--- config.mk ---
export PLATFORM = sky130hd
export DESIGN_NAME = ir_remote_frame_transmitter_unit
export DESIGN_NICKNAME = d
export VERILOG_FILES = /design/src/design/irft_pkg.sv /design/src/design/irft_step.sv /design/src/design/ir_remote_frame_transmitter_unit.sv
export SDC_FILE = /design/constraint.sdc
export NUM_CORES = 1
export LEC_CHECK = 0
export BUFFER_PORTS_ARGS = -buffer_cell sky130_fd_sc_hd__buf_2
export CORE_MARGIN = 2
export CORE_UTILIZATION = 59
export CTS_CLUSTER_SIZE = 12
export DETAILED_ROUTE_END_ITERATION = 10
export MAX_ROUTING_LAYER = met4
export PLACE_DENSITY_LB_ADDON = 0.3
export SKIP_CTS_REPAIR_TIMING = 1
export SLEW_MARGIN = 20
export SYNTH_ARGS = -nofsm -noshare
export SYNTH_HDL_FRONTEND = slang
export SYNTH_HIERARCHICAL = 1
export SYNTH_SLANG_ARGS = --single-unit
export TNS_END_PERCENT = 20
--- constraint.sdc ---
create_clock -name i_clk -period 5.3 [get_ports i_clk]
set_input_delay 0.265 -clock i_clk [delete_from_list [all_inputs] [get_ports i_clk]]
set_output_delay 0.265 -clock i_clk [all_outputs]
set_load 0.1 [all_outputs]
--- src/design/irft_pkg.sv ---
// Shared types and constants for the IR remote frame transmitter.
// Depends on nothing; every other design file imports it.
package irft_pkg;

    // Payload bit limit, the reset values of the configuration registers, the frame timer ceiling and mark lengths.
    localparam int unsigned MAX_BITS            = 32;
    localparam logic [31:0] DATA_WORD_RESET     = 32'h0000_540A;
    localparam logic [5:0]  BIT_COUNT_RESET     = 6'd15;
    localparam logic [3:0]  START_TICKS_RESET   = 4'd4;
    localparam logic [7:0]  FRAME_TICKS_RESET   = 8'd75;
    localparam logic [7:0]  TICK_COUNT_MAX      = 8'd255;
    localparam logic [3:0]  MARK_TICKS_ONE      = 4'd2;
    localparam logic [3:0]  MARK_TICKS_ZERO     = 4'd1;

    // Configuration register indexes.
    localparam int unsigned CFG_IDX_W     = 2;
    localparam int unsigned CFG_DATA_W    = 32;
    localparam logic [CFG_IDX_W-1:0] CFG_DATA_WORD   = 2'd0;
    localparam logic [CFG_IDX_W-1:0] CFG_BIT_COUNT   = 2'd1;
    localparam logic [CFG_IDX_W-1:0] CFG_START_TICKS = 2'd2;
    localparam logic [CFG_IDX_W-1:0] CFG_FRAME_TICKS = 2'd3;

    // Input commands.
    localparam logic CMD_TICK = 1'b0;
    localparam logic CMD_LOAD = 1'b1;

    // Keyer phases.
    typedef enum logic [2:0] {
        PH_IDLE  = 3'd0,
        PH_START = 3'd1,
        PH_SPACE = 3'd2,
        PH_MARK  = 3'd3,
        PH_GAP   = 3'd4
    } t_phase;

    // Keyer state registers.
    typedef struct packed {
        t_phase     phase;
        logic [3:0] phase_ticks_left;
        logic [5:0] bits_remaining;
        logic [7:0] ticks_since_frame_start;
        logic [7:0] frames_left;
    } t_keyer_state;

    // Configuration register set.
    typedef struct packed {
        logic [31:0] data_word;
        logic [5:0]  bit_count;
        logic [3:0]  start_ticks;
        logic [7:0]  frame_ticks;
    } t_cfg;

    // Input word.
    typedef struct packed {
        logic       command;
        logic [7:0] start_count;
    } t_in_word;

    // Result word.
    typedef struct packed {
        logic       carrier_on;
        logic [7:0] frames_pending;
        logic       busy_res;
    } t_out_word;

endpackage

--- src/design/irft_step.sv ---
// Next-state logic of the keyer: one input word advances the state by one step.
// Depends on irft_pkg for the state, configuration and word types.
module irft_step (
    input  irft_pkg::t_keyer_state i_state,
    input  irft_pkg::t_cfg         i_cfg,
    input  irft_pkg::t_in_word     i_word,
    output irft_pkg::t_keyer_state o_state,
    output irft_pkg::t_out_word    o_result
);
    import irft_pkg::*;

    logic [7:0]   tick_cnt;
    logic [5:0]   clamped_bits;
    logic [5:0]   bits_dec;
    logic [7:0]   frames_dec;
    t_keyer_state frame_start;
    t_keyer_state nxt;

    // Saturating frame timer and the values a new frame starts from.
    always_comb begin
        tick_cnt = (i_state.ticks_since_frame_start != TICK_COUNT_MAX) ?
                   i_state.ticks_since_frame_start + 8'd1 :
                   i_state.ticks_since_frame_start;
        clamped_bits = (i_cfg.bit_count > 6'(MAX_BITS)) ? 6'(MAX_BITS) : i_cfg.bit_count;
        bits_dec     = i_state.bits_remaining - 6'd1;
        frames_dec   = (i_state.frames_left != 8'd0) ? i_state.frames_left - 8'd1 : 8'd0;

        frame_start                         = i_state;
        frame_start.phase                   = PH_START;
        frame_start.phase_ticks_left        = i_cfg.start_ticks;
        frame_start.bits_remaining          = clamped_bits;
        frame_start.ticks_since_frame_start = 8'd0;
    end

    // Phase sequencing on a tick; a load only replaces the frame count.
    always_comb begin
        nxt = i_state;
        if (i_word.command == CMD_LOAD) begin
            nxt.frames_left = i_word.start_count;
        end else begin
            case (i_state.phase)
                PH_IDLE: begin
                    if (i_state.frames_left != 8'd0) begin
                        nxt = frame_start;
                    end
                end
                PH_START: begin
                    nxt.ticks_since_frame_start = tick_cnt;
                    if (i_state.phase_ticks_left <= 4'd1) begin
                        nxt.phase_ticks_left = 4'd0;
                        nxt.phase            = PH_SPACE;
                    end else begin
                        nxt.phase_ticks_left = i_state.phase_ticks_left - 4'd1;
                    end
                end
                PH_SPACE: begin
                    nxt.ticks_since_frame_start = tick_cnt;
                    if (i_state.bits_remaining == 6'd0) begin
                        nxt.phase = PH_GAP;
                    end else begin
                        nxt.bits_remaining   = bits_dec;
                        nxt.phase            = PH_MARK;
                        nxt.phase_ticks_left = i_cfg.data_word[bits_dec[4:0]] ?
                                               MARK_TICKS_ONE : MARK_TICKS_ZERO;
                    end
                end
                PH_MARK: begin
                    nxt.ticks_since_frame_start = tick_cnt;
                    if (i_state.phase_ticks_left > 4'd1) begin
                        nxt.phase_ticks_left = i_state.phase_ticks_left - 4'd1;
                    end else begin
                        nxt.phase_ticks_left = 4'd0;
                        nxt.phase = (i_state.bits_remaining != 6'd0) ? PH_SPACE : PH_GAP;
                    end
                end
                PH_GAP: begin
                    nxt.ticks_since_frame_start = tick_cnt;
                    if (tick_cnt >= i_cfg.frame_ticks) begin
                        if (frames_dec != 8'd0) begin
                            nxt             = frame_start;
                            nxt.frames_left = frames_dec;
                        end else begin
                            nxt.phase       = PH_IDLE;
                            nxt.frames_left = 8'd0;
                        end
                    end
                end
                default: begin
                    nxt.phase       = PH_IDLE;
                    nxt.frames_left = 8'd0;
                end
            endcase
        end
    end

    // The result reflects the state after the update.
    always_comb begin
        o_state                 = nxt;
        o_result.carrier_on     = (nxt.phase == PH_START) || (nxt.phase == PH_MARK);
        o_result.frames_pending = nxt.frames_left;
        o_result.busy_res       = (nxt.phase != PH_IDLE);
    end

endmodule

--- src/design/ir_remote_frame_transmitter_unit.sv ---
// IR remote frame transmitter: configuration, keyer state and result registers.
// Depends on irft_pkg and instantiates irft_step.
//
// Usage:
//   The input channel (i_in_valid / o_in_ready / i_in_data) carries one word per
//   command: a timing tick or a load of the frame count. Every accepted word
//   yields exactly one result word on the output channel (o_out_valid /
//   i_out_ready / o_out_data): carrier enable, frames pending and busy flag,
//   all taken after the update.
//   The result is registered: a word accepted at one edge has its result valid after
//   that edge. Throughput is one word per cycle while the receiver keeps up, set by the single registered
//   pass through the next-state logic.
//   The result register doubles as the output buffer. A new word is accepted
//   while the held result is taken in the same cycle; when the receiver stalls,
//   o_in_ready drops and the keyer state holds until the result leaves.
//   The configuration port writes one register per cycle at i_cfg_we; it is
//   meant to be used while the block is idle.
//   Synchronous reset (i_rst_n low) returns the keyer to idle with no frames
//   pending, clears the result valid flag and restores the register defaults.
module ir_remote_frame_transmitter_unit (
    input  logic                                i_clk,
    input  logic                                i_rst_n,
    input  logic                                i_cfg_we,
    input  logic [irft_pkg::CFG_IDX_W-1:0]      i_cfg_idx,
    input  logic [irft_pkg::CFG_DATA_W-1:0]     i_cfg_data,
    input  logic                                i_in_valid,
    output logic                                o_in_ready,
    input  irft_pkg::t_in_word                  i_in_data,
    output logic                                o_out_valid,
    input  logic                                i_out_ready,
    output irft_pkg::t_out_word                 o_out_data
);
    import irft_pkg::*;

    t_cfg         r_cfg;
    t_keyer_state r_state;
    t_keyer_state n_state;
    t_out_word    r_out;
    t_out_word    n_out;
    logic         r_out_valid;
    logic         in_fire;

    // Accept while the result register is empty or being emptied.
    assign o_in_ready  = !r_out_valid || i_out_ready;
    assign in_fire     = i_in_valid && o_in_ready;
    assign o_out_valid = r_out_valid;
    assign o_out_data  = r_out;

    // Configuration registers.
    always_ff @(posedge i_clk) begin
        if (!i_rst_n) begin
            r_cfg.data_word   <= DATA_WORD_RESET;
            r_cfg.bit_count   <= BIT_COUNT_RESET;
            r_cfg.start_ticks <= START_TICKS_RESET;
            r_cfg.frame_ticks <= FRAME_TICKS_RESET;
        end else if (i_cfg_we) begin
            case (i_cfg_idx)
                CFG_DATA_WORD:   r_cfg.data_word   <= i_cfg_data;
                CFG_BIT_COUNT:   r_cfg.bit_count   <= i_cfg_data[5:0];
                CFG_START_TICKS: r_cfg.start_ticks <= i_cfg_data[3:0];
                CFG_FRAME_TICKS: r_cfg.frame_ticks <= i_cfg_data[7:0];
                default: ;
            endcase
        end
    end

    // One step of the keyer per accepted word.
    irft_step u_step (
        .i_state  (r_state),
        .i_cfg    (r_cfg),
        .i_word   (i_in_data),
        .o_state  (n_state),
        .o_result (n_out)
    );

    // Keyer state and the result valid flag.
    always_ff @(posedge i_clk) begin
        if (!i_rst_n) begin
            r_state.phase                   <= PH_IDLE;
            r_state.phase_ticks_left        <= 4'd0;
            r_state.bits_remaining          <= 6'd0;
            r_state.ticks_since_frame_start <= 8'd0;
            r_state.frames_left             <= 8'd0;
            r_out_valid                     <= 1'b0;
        end else begin
            if (in_fire) begin
                r_state <= n_state;
            end
            if (in_fire) begin
                r_out_valid <= 1'b1;
            end else if (i_out_ready) begin
                r_out_valid <= 1'b0;
            end
        end
    end

    // Result payload register.
    always_ff @(posedge i_clk) begin
        if (in_fire) begin
            r_out <= n_out;
        end
    end

endmodule

==> impl_summary.txt, run 1 <==
----------------------------------------------------
[Synth]
  Sequential fraction of the synthesis area ... between 30% and 40%
  Share of the synthesized netlist area taken by xor and xnor gates ... 1.32%
  Synthesized instance count ... 631
  Post-synthesis mux area share ... about an eighth
  Share of async-settable or async-resettable flops after synthesis ... 0%
  Number of library cell types mapped by synthesis ... 68
  Number of flip-flops and latches in the synthesized netlist ... 90
  Post-Synthesis Net Count ... a little under 700
  Warnings from Yosys ... 6
  Adder-cell share of the synthesized area ... approximately 3.1%
  Post-synthesis average cell area ... 8.42 sq um
  Number of flops mapped to enable cells by yosys ... 10
  Simple-gate share of the synthesized area ... about a quarter
  Leading register cell type out of synthesis ... sky130_fd_sc_hd__dfxtp_1
  Dominant combinational cell family by area after synthesis ... simple AND/OR/NAND/NOR gates
  Area of the mapped netlist ... around 5300 sq um
  Complex-gate fraction of the synthesized area ... between 10% and 20%

[Placement]
  Port Buffer Count ... around 60
  Post-DP HPWL ... ~8400 um
  Placer Congestion ... 0.885
  DP Worst Slack ... 1050 ps

[Route]
  Via count ... around 4,600
  Number of design-rule violations left by the first detailed-router iteration ... about 240
  Post-DR vias/cell ... 5.99
  Post-DRT Antenna Nets ... 0
  Wire length reported by the detailed router ... between 10,000 and 15,000 um
  Number of search-and-repair iterations in the first detailed-routing pass ... 5
  DRC violation count after routing ... 0
  Average routed wire per standard cell ... 15.7 um

[Worst setup path]
  Critical path launch point type ... register
  Critical-path maximum fanout ... 9
  Category of the most critical setup path ... reg2reg
  Required arrival time at the worst endpoint ... around 5500 ps
  Cell-by-cell trace of the critical path ... and4_1, and2_1, nand3_1, and3_1, nand4_1, xnor2_1, ha_1, a21oi_1, o21ai_0, nor2_1, o21ai_2, or3b_1, a221o_1, nand2_1, mux2i_1
  Endpoint arrival time on the critical path ... ~4500 ps
  Delay of the slowest cell on the worst path ... between 500 and 600 ps
  Endpoint type of the worst setup path ... register
  Cell with the largest stage delay on the worst path ... sky130_fd_sc_hd__dfxtp_1

[Timing]
  Peak Freq ... between 200 and 250 MHz
  Worst max-slew margin expressed relative to the limit ... 30.7%
  Actual slew at the worst max-slew pin ... roughly 1000 ps
  Fin Clk Skew ... 16.2 ps
  Unrepaired setup endpoints after global routing ... no
  Portion of the clock cycle consumed by the worst path in the final layout ... about four fifths
  Tmin final ... between 4000 and 5000 ps
  Final slew viol count ... 0
  Finish-stage setup viols ... 0
  Final Hold Fails ... 0
  Post-Route Setup TNS ... 0 ps
  Final worst setup slack ... 1020 ps

[Power]
  Leak Pwr ... between 2 and 2.5 nW
  Peak supply drop ... about 0.00019 V
  Power density normalized to cell area ... roughly 280 nW/um^2

[Cells and area]
  # diodes ... 0
  Area grow syn2layout ... 7.77%
  Nets ... between 700 and 800
  Proportion of layout cells with a drive suffix above 1 ... between 15 and 20%
  # fillers ... slightly above 700

[Floorplan]
  Horizontal die dimension ... between 90 and 100 um
  Die Area ... roughly 10000 sq um
  Placeable Area ... roughly 8700 sq um
  Std cell rows ... 34
  Top-level I/O count ... 60
  Die extent in y ... slightly below 100 um
  Starting Density ... between 60% and 70%

[Status]
  Status ... finished clean

[Worst hold path]
  Class of the tightest hold or removal check ... in2reg

[Global route]
  Maximum number of pins on one net before global-route repair ... between 90 and 100
  First-pass GRT wire length ... approximately 20,000 um
  Via count of the first global-routing pass ... roughly 4,200
  Number of antenna violations at the first check in global routing ... 0
  Final global-route overflow total ... 0
  Global Route Usage Sum ... 26.3%

[Clock network]
  Htree depth ... 3
  Number of clock sinks ... 90
  Cell at the root of the clock tree ... sky130_fd_sc_hd__clkbuf_8
  Number of buffers inserted during clock tree synthesis ... 9
  CTS tree ... yes
  Maximum buffer depth of the clock tree ... 2
  Insertion delay to the later sink of the worst-skew pair ... approximately 370 ps
  Clock-pin slew of the registers on the worst-case setup and hold paths ... 110 ps

[Job]
  Number of violations of the max-capacitance limit ... 0

----------------------------------------------------
## through the flow
stage          area (sq um)  std cells  util, %  hold WS, ps  power (W)
5_1_grt                5730        768     65.7         99.7    0.00167
3_5_place_dp           5510        752     63.2          441    0.00110
4_1_cts                5720        768     65.6         91.5    0.00160
6_report               5730        768     65.7         93.8    0.00160
3_3_place_gp           5510        752     63.2          434    0.00109
2_1_floorplan          5310        631        -          389    0.00103
## registers in the layout, indices dropped and copies added, names as in the netlist
name / cells
r_cfg: 50
r_state: 29
o_out_data: 10
o_out_valid: 1
## layout by cell type (no fill, tap or decap), types with 4 or more instances in the layout
master	Yosys	final
sky130_fd_sc_hd__a2111oi_2	4	4
sky130_fd_sc_hd__a21oi_1	16	16
sky130_fd_sc_hd__a221o_1	8	8
sky130_fd_sc_hd__a22o_1	7	7
sky130_fd_sc_hd__and2_1	7	6
sky130_fd_sc_hd__and3_1	6	6
sky130_fd_sc_hd__buf_2	11	58
sky130_fd_sc_hd__clkbuf_8	0	9
sky130_fd_sc_hd__dfxtp_1	80	80
sky130_fd_sc_hd__edfxtp_1	10	10
sky130_fd_sc_hd__ha_1	13	13
sky130_fd_sc_hd__inv_1	26	26
sky130_fd_sc_hd__mux2i_1	41	41
sky130_fd_sc_hd__mux4_2	8	8
sky130_fd_sc_hd__nand2_1	131	131
sky130_fd_sc_hd__nand2b_1	5	5
sky130_fd_sc_hd__nand3_1	68	68
sky130_fd_sc_hd__nor2_1	27	27
sky130_fd_sc_hd__nor3_1	6	6
sky130_fd_sc_hd__nor4_1	5	5
sky130_fd_sc_hd__o21ai_0	26	26
sky130_fd_sc_hd__o21ai_1	5	5
sky130_fd_sc_hd__o31ai_1	6	6
sky130_fd_sc_hd__xnor2_1	7	7
## cells in the mapped netlist (all sizes together) (3+ instances only)
cell type | n | area share [%]
and2 | 8 | 0.97
nand3 | 68 | 6.4
o22ai | 3 | 0.35
edfxtp | 10 | 5.7
buf | 30 | 3.5
nor3b | 4 | 0.99
a2111oi | 5 | 1.6
xnor2 | 7 | 1.2
a22oi | 4 | 0.66
o31ai | 6 | 0.85
mux2i | 41 | 7.7
nor4 | 8 | 1.5
nand2 | 131 | 9.3
o211ai | 4 | 0.66
or3b | 3 | 0.49
nand4 | 3 | 0.35
nor3 | 6 | 0.57
a31oi | 3 | 0.35
and3 | 6 | 0.71
nand3b | 3 | 0.42
nand2b | 5 | 0.59
nor2b | 3 | 0.35
a21oi | 17 | 1.8
mux4 | 8 | 3.4
ha | 13 | 3.1
o21ai | 33 | 3.3
nor2 | 27 | 1.9
a21boi | 4 | 0.57
mux2 | 4 | 0.92
inv | 26 | 1.8
clkbuf | 18 | 1.3
a221o | 8 | 1.5
dfxtp | 80 | 30
a22o | 7 | 1.2
## final cells by class
class | count | area [sq um] | area share, %
Tap cell | 108 | 135 | 2.36
Timing Repair Buffer | 61 | 313 | 5.46
Clock inverter | 7 | 92.6 | 1.62
Inverter | 26 | 97.6 | 1.70
Sequential cell | 90 | 1900 | 33.2
Clock buffer | 9 | 124 | 2.16
Multi-Input combinational cell | 467 | 3060 | 53.5
## worst max-delay path: cells and delay by family (launching register included)
kind	cells	cell delay, ps
xor+xnor	1	110
compound gates	4	1350
flops	1	510
simple gates	8	1790
fa+ha+maj	1	320
mux	1	80
## kinds of logic (layout without fill, tap and decap cells)
family | Yosys count | count (layout)
buffers and inverters | 74 | 103
and+or+nand+nor | 281 | 281
AOI/OAI and AO/OA | 112 | 112
DFF | 90 | 90
adders and majority gates | 13 | 13
xor gates and xnor gates | 8 | 8
muxes | 53 | 53
## final timing paths
path	slack, ps	depth (start not counted)	startpoint	to
setup / recovery	1020	15	r_state[10]	r_state[25]
hold / removal	90	3	i_cfg_data[10]	r_cfg[28]
setup reg to reg	1020	15	r_state[10]	r_state[25]
hold reg to reg	450	2	r_cfg[45]	r_cfg[45]
## layer usage
layer / GRT usage [%] / share of wire [%] / routed length [um] / up-vias
met5: - / 0 / 0 / -
met4: 9.27 / 1.4 / 163 / 0
met3: 3.48 / 5.8 / 705 / 24
met2: 39.3 / 46 / 5510 / 148
met1: 36.7 / 47 / 5690 / 2136
li1: - / - / - / 2292
## power by group
group | internal, W | switching [W] | leakage [nW] | total [W]
clock network | 0.000233 | 0.000283 | 0.111 | 0.000515
logic | 0.000118 | 0.000216 | 1.56 | 0.000334
registers | 0.000720 | 0.0000320 | 0.750 | 0.000752
No activity file was read; power rests on OpenSTA's default activity.
==> inputs of run 2 (changes only) <==
Settings changed: CORE_UTILIZATION 59 to 53.
Clock period 5.3 ns to 3.92 ns, I/O delays scaled along.
==> impl_summary.txt, run 2 (same netlist as run 1, synthesis figures left out) <==
----------------------------------------------------
[Cells and area]
  # diodes ... 0 (unchanged)
  Non-filler cells in the finished layout ... 804 (+4.7%)
  Most frequent standard cell in the layout excluding fill and tap cells ... sky130_fd_sc_hd__nand2_1
  # fillers ... 893 (+24%)
  Area grow syn2layout ... 9.47%
  Commonest non-fill, non-tap cells in the layout ... sky130_fd_sc_hd__nand2_1, sky130_fd_sc_hd__dfxtp_1, sky130_fd_sc_hd__nand3_1, sky130_fd_sc_hd__buf_2, sky130_fd_sc_hd__mux2i_1
  Area of combinational cells with multiple inputs ... 3070 sq um (+0.24%)
  Max FFs per register ... 50 (unchanged)
  Register Area ... 1900 sq um (unchanged)
  Proportion of layout cells with a drive suffix above 1 ... 18.3% (+1.7 points)
  Top register by number of flip-flops ... r_cfg
  Non-Filler Cell Area, Final ... 5820 sq um (+1.6%)
  Nets ... 727 (+1.5%)

[Route]
  Via count ... 4,652 (+1.1%)
  Post-DRT Antenna Nets ... 0 (unchanged)
  Average routed wire per standard cell ... 14.8 um (-5.7%)
  DRC violation count after routing ... 0 (unchanged)
  Post-DR vias/cell ... 5.79 (-3.4%)
  Number of search-and-repair iterations in the first detailed-routing pass ... 5 (unchanged)
  Wire length reported by the detailed router ... 11,900 um (-1.3%)
  Number of design-rule violations left by the first detailed-router iteration ... 217 (-10%)

[Clock network]
  Cell at the root of the clock tree ... sky130_fd_sc_hd__clkbuf_8
  Htree depth ... 3 (unchanged)
  CTS tree ... yes
  Number of buffers inserted during clock tree synthesis ... 9 (unchanged)
  Number of clock sinks ... 90 (unchanged)
  Maximum buffer depth of the clock tree ... 2 (unchanged)
  Insertion delay to the later sink of the worst-skew pair ... 360 ps (about the same)
  Clock-pin slew of the registers on the worst-case setup and hold paths ... 90 ps (-20 ps)

[Power]
  Power density normalized to cell area ... 355 nW/um^2 (+27%)
  Proportion of power drawn by combinational gates ... 22.1% (+1.2 points)
  Internal portion of total power ... 0.00138 W (+29%)
  Relative contribution of the clock network to total power ... 29.0% (-3.2 points)
  Peak supply drop ... 0.000213 V (+12%)
  Leak Pwr ... 2.46 nW (+1.6%)
  Switching part of the total ... 33.2% (+0.11 points)
  Sequential fraction of design power ... 48.9% (+1.9 points)
  Switching pwr ... 0.000686 W (+29%)

[Floorplan]
  Top-level I/O count ... 60 (unchanged)
  Starting Density ... 54.4% (-6.6 points)
  Horizontal die dimension ... 104 um (+5.3%)
  Std cell rows ... 36 (+5.9%)
  Die extent in y ... 104 um (+5.3%)
  Placeable Area ... 9770 sq um (+12%)
  Die Area ... 10,800 sq um (+11%)

[Placement]
  Post-DP HPWL ... 8490 um (+0.72%)
  Area post-placement ... 5610 sq um (+1.9%)
  Port Buffer Count ... 59 (unchanged)
  Number of instances in the placed design ... 787 (+4.7%)
  DP Worst Slack ... 71.0 ps (-977 ps)
  Placer Congestion ... 0.964 (+8.9%)

[Worst setup path]
  Required arrival time at the worst endpoint ... 4150 ps (-1390 ps)
  End of the worst register-to-register path ... r_state[16]
  Critical path launch point type ... register
  Endpoint arrival time on the critical path ... 3890 ps (-630 ps)
  Endpoint type of the worst setup path ... register
  Critical-path maximum fanout ... 7 (-2)
  Number of cell instances on the worst register-to-register path ... 15 (unchanged)
  Register-to-register path setup slack ... 260 ps (-760 ps)
  Beginning of the worst register-to-register path ... r_state[9]
  Cell with the largest stage delay on the worst path ... sky130_fd_sc_hd__a2111oi_4
  Category of the most critical setup path ... reg2reg
  Cell-by-cell trace of the critical path ... ha_1, and2_1, nand3_2, and3_1, nand2_1, xnor2_1, ha_1, inv_1, a2111oi_4, nor2_2, o32a_2, nand2b_1, a221o_1, nand2_1, mux2i_1
  Delay of the slowest cell on the worst path ... 430 ps (-80 ps)

[Timing]
  Worst max-slew margin expressed relative to the limit ... 28.9% (-1.8 points)
  Peak Freq ... 273 MHz (+17%)
  Final worst setup slack ... 259 ps (-757 ps)
  Final Hold Fails ... 0 (unchanged)
  Post-Route Setup TNS ... 0 ps (unchanged)
  Final slew viol count ... 0 (unchanged)
  Fin Clk Skew ... 8.34 ps (-7.89 ps)
  Tmin final ... 3660 ps (-623 ps)
  Finish-stage setup viols ... 0 (unchanged)
  Portion of the clock cycle consumed by the worst path in the final layout ... 93.4% (+13 points)
  Tightest hold margin ... 37.2 ps (-56.6 ps)
  Actual slew at the worst max-slew pin ... 1070 ps (+36.4 ps)

[Worst hold path]
  Number of cells traversed by the worst hold path ... 3 (unchanged)
  Hold Startpoint ... i_cfg_data[12]
  Class of the tightest hold or removal check ... in2reg
  Hold Path Sink ... r_cfg[30]

[Job]
  Number of violations of the max-capacitance limit ... 0 (unchanged)

[Global route]
  Final global-route overflow total ... 0 (unchanged)
  Number of antenna violations at the first check in global routing ... 0 (unchanged)
  Global Route Usage Sum ... 23.0% (-3.3 points)
  Via count of the first global-routing pass ... 4,342 (+2.7%)
  First-pass GRT wire length ... 20,100 um (-1.3%)
  Maximum number of pins on one net before global-route repair ... 116 (+27%)

[Status]
  Status ... finished clean

----------------------------------------------------
==> run 2: changes by cell type in the layout (fill, tap and decap cells not counted), sizes merged <==
| cell | delta |
|---|---|
| buf | +11 |
| clkinv | +2 |
| inv | -2 |
| bufinv | -1 |
| clkinvlp | +1 |
==> run 2: power by group through the flow <==
stage / clock (W) / sequential, W / combinational, W
finish: 0.000598 / 0.00101 / 0.000456
global placement: 0 / 0.00103 / 0.000444
CTS: 0.000621 / 0.00101 / 0.000454
global route: 0.000658 / 0.00102 / 0.000494
floorplan: 0 / 0.00109 / 0.000302
detailed placement: 0 / 0.00103 / 0.000452
==> run 2: final cells by class <==
type / instances / share of cell area (%)
multi-input combinational: 467 / 52.8
sequential: 90 / 32.7
timing repair buffer: 72 / 6.80
tap: 133 / 2.86
clock buffer: 9 / 2.13
inverter: 26 / 1.68
clock inverter: 7 / 1.05
==> run 2: worst max-delay path by stage <==
stage,startpoint,end,slack [ps]
2_1_floorplan,r_state[10],r_state[24],100
5_1_grt,r_state[9],r_state[16],-5
6_report,r_state[9],r_state[16],260
3_5_place_dp,r_state[9],r_state[16],70
4_1_cts,r_state[9],r_state[16],40
3_3_place_gp,r_state[9],r_state[16],200
==> run 2: per-layer routing <==
metal	up-vias	GRT usage [%]	routed length, um
met4	0	7.82	159
met5	-	-	0
met3	15	3.45	650
li1	2318	-	-
met1	2179	31.0	5550
met2	140	35.4	5550
==> run 2: critical path: cells and delay by family (launching register included) <==
| kind | cells | cell delay (ps) |
|---|---|---|
| AO/OA/AOI/OAI | 3 | 1240 |
| AND/OR/NAND/NOR | 7 | 1100 |
| adder cells (fa/ha/maj) | 2 | 480 |
| flip-flops | 1 | 410 |
| XOR/XNOR | 1 | 140 |
| buffers and inverters | 1 | 80 |
| multiplexers | 1 | 80 |
==> run 2: stage by stage <==
stage | util (%) | power [W]
floorplan | - | 0.00139
global placement | 57.4 | 0.00147
detailed placement | 57.4 | 0.00148
CTS | 59.3 | 0.00208
global route | 59.5 | 0.00217
finish | 59.5 | 0.00206
